`src/rtl/core/nps_pkg.sv`:
```
// shared types and constants for the nearest palette color search block
// no dependencies; imported by every module under rtl/core
`default_nettype none

package nps_pkg;

  // palette geometry
  localparam int PALETTE_ENTRIES = 256;
  localparam int ADDR_W          = (PALETTE_ENTRIES > 1) ? $clog2(PALETTE_ENTRIES) : 1;
  localparam logic [ADDR_W-1:0] LAST_ADDR = ADDR_W'(PALETTE_ENTRIES - 1);

  // field widths fixed by the interface
  localparam int IDX_W   = 8;
  localparam int CH_W    = 8;
  localparam int RGB_W   = 3 * CH_W;
  localparam int WORD_W  = 32;
  localparam int COLOR_W = 15;

  // distance arithmetic: channel difference squared, three squares summed
  localparam int SQ_W   = 2 * CH_W;
  localparam int DIST_W = SQ_W + 2;

  // request kinds
  localparam logic REQ_LOAD  = 1'b0;
  localparam logic REQ_QUERY = 1'b1;

  // alpha handling of the packed table word
  localparam logic [CH_W-1:0]  ALPHA_OPAQUE      = 8'hFF;
  localparam logic [CH_W-1:0]  ALPHA_CLEAR       = 8'h00;
  localparam logic [IDX_W-1:0] TRANSPARENT_INDEX = 8'hFF;

  // a 5-bit channel widens to 8 bits with this value in the low three bits
  localparam logic [2:0] CH_OFFSET = 3'd4;

  // tag that travels with each palette read through the scan pipeline
  typedef struct packed {
    logic              valid;
    logic              last;
    logic [ADDR_W-1:0] idx;
  } scan_tag_t;

endpackage

`default_nettype wire

```
`src/rtl/core/nps_dist_stage.sv`:
```
// per-channel absolute difference and square of one palette entry, registered
// depends on nps_pkg
`default_nettype none

module nps_dist_stage
  import nps_pkg::*;
(
  input  wire logic             clk,
  input  wire logic             rst,
  input  wire scan_tag_t        in_tag,
  input  wire logic [RGB_W-1:0] entry,
  input  wire logic [CH_W-1:0]  q_red,
  input  wire logic [CH_W-1:0]  q_green,
  input  wire logic [CH_W-1:0]  q_blue,
  output      scan_tag_t        out_tag,
  output      logic [SQ_W-1:0]  sq_red,
  output      logic [SQ_W-1:0]  sq_green,
  output      logic [SQ_W-1:0]  sq_blue
);

  logic [CH_W-1:0] e_red, e_green, e_blue;
  logic [CH_W-1:0] d_red, d_green, d_blue;

  assign e_red   = entry[CH_W-1:0];
  assign e_green = entry[2*CH_W-1:CH_W];
  assign e_blue  = entry[3*CH_W-1:2*CH_W];

  assign d_red   = (q_red   >= e_red)   ? (q_red   - e_red)   : (e_red   - q_red);
  assign d_green = (q_green >= e_green) ? (q_green - e_green) : (e_green - q_green);
  assign d_blue  = (q_blue  >= e_blue)  ? (q_blue  - e_blue)  : (e_blue  - q_blue);

  always_ff @(posedge clk) begin
    if (rst) begin
      out_tag <= '0;
    end else begin
      out_tag <= in_tag;
    end
  end

  always_ff @(posedge clk) begin
    sq_red   <= SQ_W'(d_red)   * SQ_W'(d_red);
    sq_green <= SQ_W'(d_green) * SQ_W'(d_green);
    sq_blue  <= SQ_W'(d_blue)  * SQ_W'(d_blue);
  end

endmodule

`default_nettype wire

```
`config.mk`:
```
export PLATFORM = sky130hd
export DESIGN_NAME = nps_dist_stage
export DESIGN_NICKNAME = d
export VERILOG_FILES = /design/src/rtl/core/nps_pkg.sv /design/src/rtl/core/nps_dist_stage.sv
export SDC_FILE = /design/constraint.sdc
export NUM_CORES = 1
export LEC_CHECK = 0
export ABC_AREA = 1
export BUFFER_PORTS_ARGS = -buffer_cell sky130_fd_sc_hd__clkbuf_2
export CAP_MARGIN = 20
export CORE_UTILIZATION = 60
export CTS_CLUSTER_DIAMETER = 30
export DETAILED_ROUTE_END_ITERATION = 12
export GPL_TIMING_DRIVEN = 0
export PLACE_DENSITY = 0.83
export SLEW_MARGIN = 20
export SYNTH_ARGS = -nofsm -noshare
export SYNTH_HDL_FRONTEND = slang
export SYNTH_SLANG_ARGS = --single-unit
```
`constraint.sdc`:
```
create_clock -name clk -period 7.1 [get_ports clk]
set_input_delay 1.42 -clock clk [delete_from_list [all_inputs] [get_ports clk]]
set_output_delay 1.42 -clock clk [all_outputs]
set_load 0.05 [all_outputs]
```
---- Yosys cells after proc, flatten, opt, wreduce, memory -nomap -nowiden ----
Cells that the tools add are included.
operators by class
  $lt $le $gt $ge ......................... 3
  multiply operators ...................... 3
  multiplexer cells ....................... 3
  add/subtract/negate cells ............... 6
operator list
  operator                    number
  multiplier 8 x 8 -> 16 bit  3
  subtractor 8 bit            6
  >= comparator 8 bit         3
  two-way mux 8 bit           3
storage, ports and cells
  input port bits ......................... 60
  register bits ........................... 58
  output and inout port bits .............. 58

---- Depth between registers and ports, before layout ----
  depth in word-level cells ............... 3
  mapped depth ............................ 32

---- Worst setup path after synthesis ----
Ideal clock, no wire load.
  kind .................................... in2reg
  from .................................... input port q_red[0]
  to ...................................... register sq_red[12]
  setup time .............................. 0.122 ns
  path buffers ............................ 0
  data arrival time ....................... 6.278 ns
  setup slack ............................. 0.700 ns
  data required time ...................... 6.978 ns
  cell stages on the path ................. 27
  cells stage by stage .................... inv_1 ha_1 inv_1 fa_1 nand3_1 nand3_1 o21ai_1 nand2_2 o21ai_2 clkinv_1 nor2_1 fa_1 xnor2_1 o21bai_1 nand2_1 fa_1 inv_1 fa_1 inv_1 ha_1 a21oi_1 o21ai_0 a21oi_1 o21ai_0 nand2_1 nand2_1 xor2_1
on the way
  cells in the longest elaborated chain, start to end .. 3
RTL lines
  element                                                  RTL line              source
  from (decl)                                              nps_dist_stage.sv:12  input wire logic [CH_W-1:0] q_red,
  subtractor 8 bit or >= comparator 8 bit (tied branches)  nps_dist_stage.sv:28  assign d_red = (q_red >= e_red) ? (q_red - e_red) : (e_red - q_red);
  two-way mux 8 bit (*)                                    nps_dist_stage.sv:28
  multiplier 8 x 8 -> 16 bit (*)                           nps_dist_stage.sv:41  sq_red <= SQ_W'(d_red) * SQ_W'(d_red);
  to (signal assigned)                                     nps_dist_stage.sv:41
  to (decl)                                                nps_dist_stage.sv:16  output logic [SQ_W-1:0] sq_red,
Mark *: on every way between the ends. The rest lies on a longest branch, timed or not.
A chain may end at the register's enable or synchronous reset.

---- Final worst setup path ----
  from .................................... input port q_green[0]
  to ...................................... register sq_green[12]
on the way
  cells in the longest elaborated chain, start to end .. 3
RTL lines
  element                                                  RTL line              source
  from (decl)                                              nps_dist_stage.sv:13  input wire logic [CH_W-1:0] q_green,
  subtractor 8 bit or >= comparator 8 bit (tied branches)  nps_dist_stage.sv:29  assign d_green = (q_green >= e_green) ? (q_green - e_green) : (e_green - q_green);
  two-way mux 8 bit (*)                                    nps_dist_stage.sv:29
  multiplier 8 x 8 -> 16 bit (*)                           nps_dist_stage.sv:42  sq_green <= SQ_W'(d_green) * SQ_W'(d_green);
  to (signal assigned)                                     nps_dist_stage.sv:42
  to (decl)                                                nps_dist_stage.sv:17  output logic [SQ_W-1:0] sq_green,
Marks and branches as above.

==> qor.yml <==
wl_microns: 16800
hold_start: "in_tag[2]"
track_usage_pct: 25.1
grt_pass1_wl_microns: 29900
clk_path_buf_depth: 2
synth_edf_count: 0
cts.hold.buffers_added: 0
cp_common_cell: "inv_1"
clk_pin_slew_ps: 80
rows: 42
relSlewSlack_pct: 66.8
antenna_cells: 0
nFillCells: 1158
holdCritPathClass: "input port to flip-flop"
clock_sinks: 55
maxCapViolCount: 0
slowest_delay_ps: 550
dr.first_iter.drc_count: 268
setup_slack_ps: 362
first_pass_iters: 5
die_area_sq_mm: 0.0144
final_nets: 1524
final_cell_mix: "258 x inv_1, 216 x nand2_1, 133 x ha_1, 113 x clkbuf_2, 103 x nor2_1"
grt-ovfl-total: 0
place_ws_ps: -86.8
end_kind: "flip-flop"
cp_max_fo: 8
dpl.hpwl_microns: 14500
wire_per_inst_microns: 11.8
drive_above_1_share_pct: 14.0
synth_ff_type: "dfxtp_1"
grt_setup_unrepaired: "false"
hold_violations: 0
h-tree-depth: 2
grt_max_degree: 21
setup_viol: 0
fin_setup_tns_ps: 0
slew_viol_final: 0
cp-start-kind: "input port"
hold_depth: 3
seq_area_frac_synth_pct: 13.2
core_area_sq_mm: 0.0134
critPathSlowestCell: "fa_1"
antenna_found_initial: 0
clock.fmax_mhz: 148
synth.distinct_cells: 42
worst_pin_slew_ps: 493
synthArstFlopShare_pct: 0
worstPathRequired_ps: 7290
io_pins: 118
synth_area_sq_mm: 0.00835
drc: 0
gp_congestion: 0.916
antenna_left: 0
layout_commonest_cell: "inv_1"
io_buffers: 113
period_needed_ps: 6740
die_y_microns: 120
cts_buffers: 5
cts_root_buffer: "clkbuf_16"
initial_core_util_pct: 62.3
ys_seq_elements: 55
finalCritPeriodShare_pct: 94.9
avgViaCountPerCell: 5.03
hold_end: "out_tag[2]"
die_w_microns: 120
syn_inst: 1128
grt_pass1_vias: 6985
via_count: 7195
syn-mean-instance-area_sq_um: 7.40
status: "completed"
cts_tree: "built"
critPathKind: "input port to flip-flop"
ys_warn_count: 0
cp_data_arrival_time_ps: 6930
area_delta_synth_final_pct: 11.7
[area by class of cell]
cell class	count	area, sq um	share of cell area [%]
clock buffer	5	125	1.34
inverter	265	998	10.7
multi-input combinational	796	6180	66.2
clock inverter	3	33.8	0.362
timing repair buffer	115	581	6.22
tap	176	220	2.36
buffer	14	91.3	0.979
sequential	55	1100	11.8
[timing repair]
action | in CTS | in global routing
gates resized for setup | 0 | 6
setup buffers | 0 | 2
setup endpoints to repair | 0 | 5
[cell usage after synthesis, types with 3 or more instances]
cell type  instances  area (sq um)
o21bai_1           9          67.6
nor2_2             7          43.8
nand2_1          216           811
nand3_1           32           160
ha_1             133          1660
buf_4              5          37.5
a21o_1             5          37.5
clkbuf_1           3          11.3
o21ai_2            4          35.0
nand4_1            6          37.5
o21ai_1            6          30.0
fa_1              79          1580
xor2_1            38           333
inv_1            258           968
xnor2_1           27           236
o21ai_0           28           140
nor2_1           104           390
nand2_2           10          62.6
nor3_1             3          15.0
buf_2              4          20.0
nand3b_1           3          22.5
inv_2              6          22.5
a21oi_1           60           300
dfxtp_1           55          1100
[registers in the layout, indices dropped and copies added (netlist names)]
signal and count:
sq_green 15, out_tag 10, sq_red 15, sq_blue 15
[cells by family after synthesis]
family                   after synthesis  synth area share (%)
AND/OR/NAND/NOR                      392                  19.6
AO/OA/AOI/OAI                        124                  8.48
other                                  1                0.0449
adder cells (fa/ha/maj)              212                  38.9
flip-flops                            55                  13.2
buffers and inverters                279                  13.0
XOR/XNOR                              65                  6.82
[worst max-delay path: cells and delay by family]
| family | cells | cell delay, ps |
|---|---|---|
| simple gates | 6 | 760 |
| fa+ha+maj | 7 | 2910 |
| buf+inv | 8 | 710 |
| compound gates | 5 | 940 |
| xor+xnor | 1 | 170 |
[worst max-delay path by stage]
| stage | startpoint | slack [ps] | to | cells past startpoint |
|---|---|---|---|---|
| finish | q_green[0] | 360 | sq_green[12] | 27 |
| detailed placement | q_red[0] | -90 | sq_red[14] | 28 |
| floorplan | q_red[0] | 700 | sq_red[12] | 27 |
| global route | q_red[0] | 40 | sq_red[14] | 30 |
| CTS | q_red[0] | 230 | sq_red[14] | 28 |
| global placement | q_red[0] | 100 | sq_red[14] | 28 |
[through the flow]
step	utilization (%)	std cells	cell area [sq um]	hold slack, ps
6_report	69.6	1429	9330	1290
5_1_grt	69.6	1429	9330	1280
4_1_cts	69.4	1427	9300	1290
3_5_place_dp	68.2	1419	9150	1620
3_3_place_gp	68.2	1419	9150	1610
2_1_floorplan	-	1130	8360	1530
[routing by layer]
layer	routed length [microns]	up-vias	share of wire [%]	track usage (%)
li1	-	3666	-	-
met1	7530	3382	45	30.8
met2	8550	130	51	46.0
met3	542	17	3.2	3.14
met4	214	0	1.3	5.94
met5	0	-	0	0
Power is left out: the tool's default activity adds up to more than one toggle a clock period on the data nets, which glitch-free logic cannot reach.
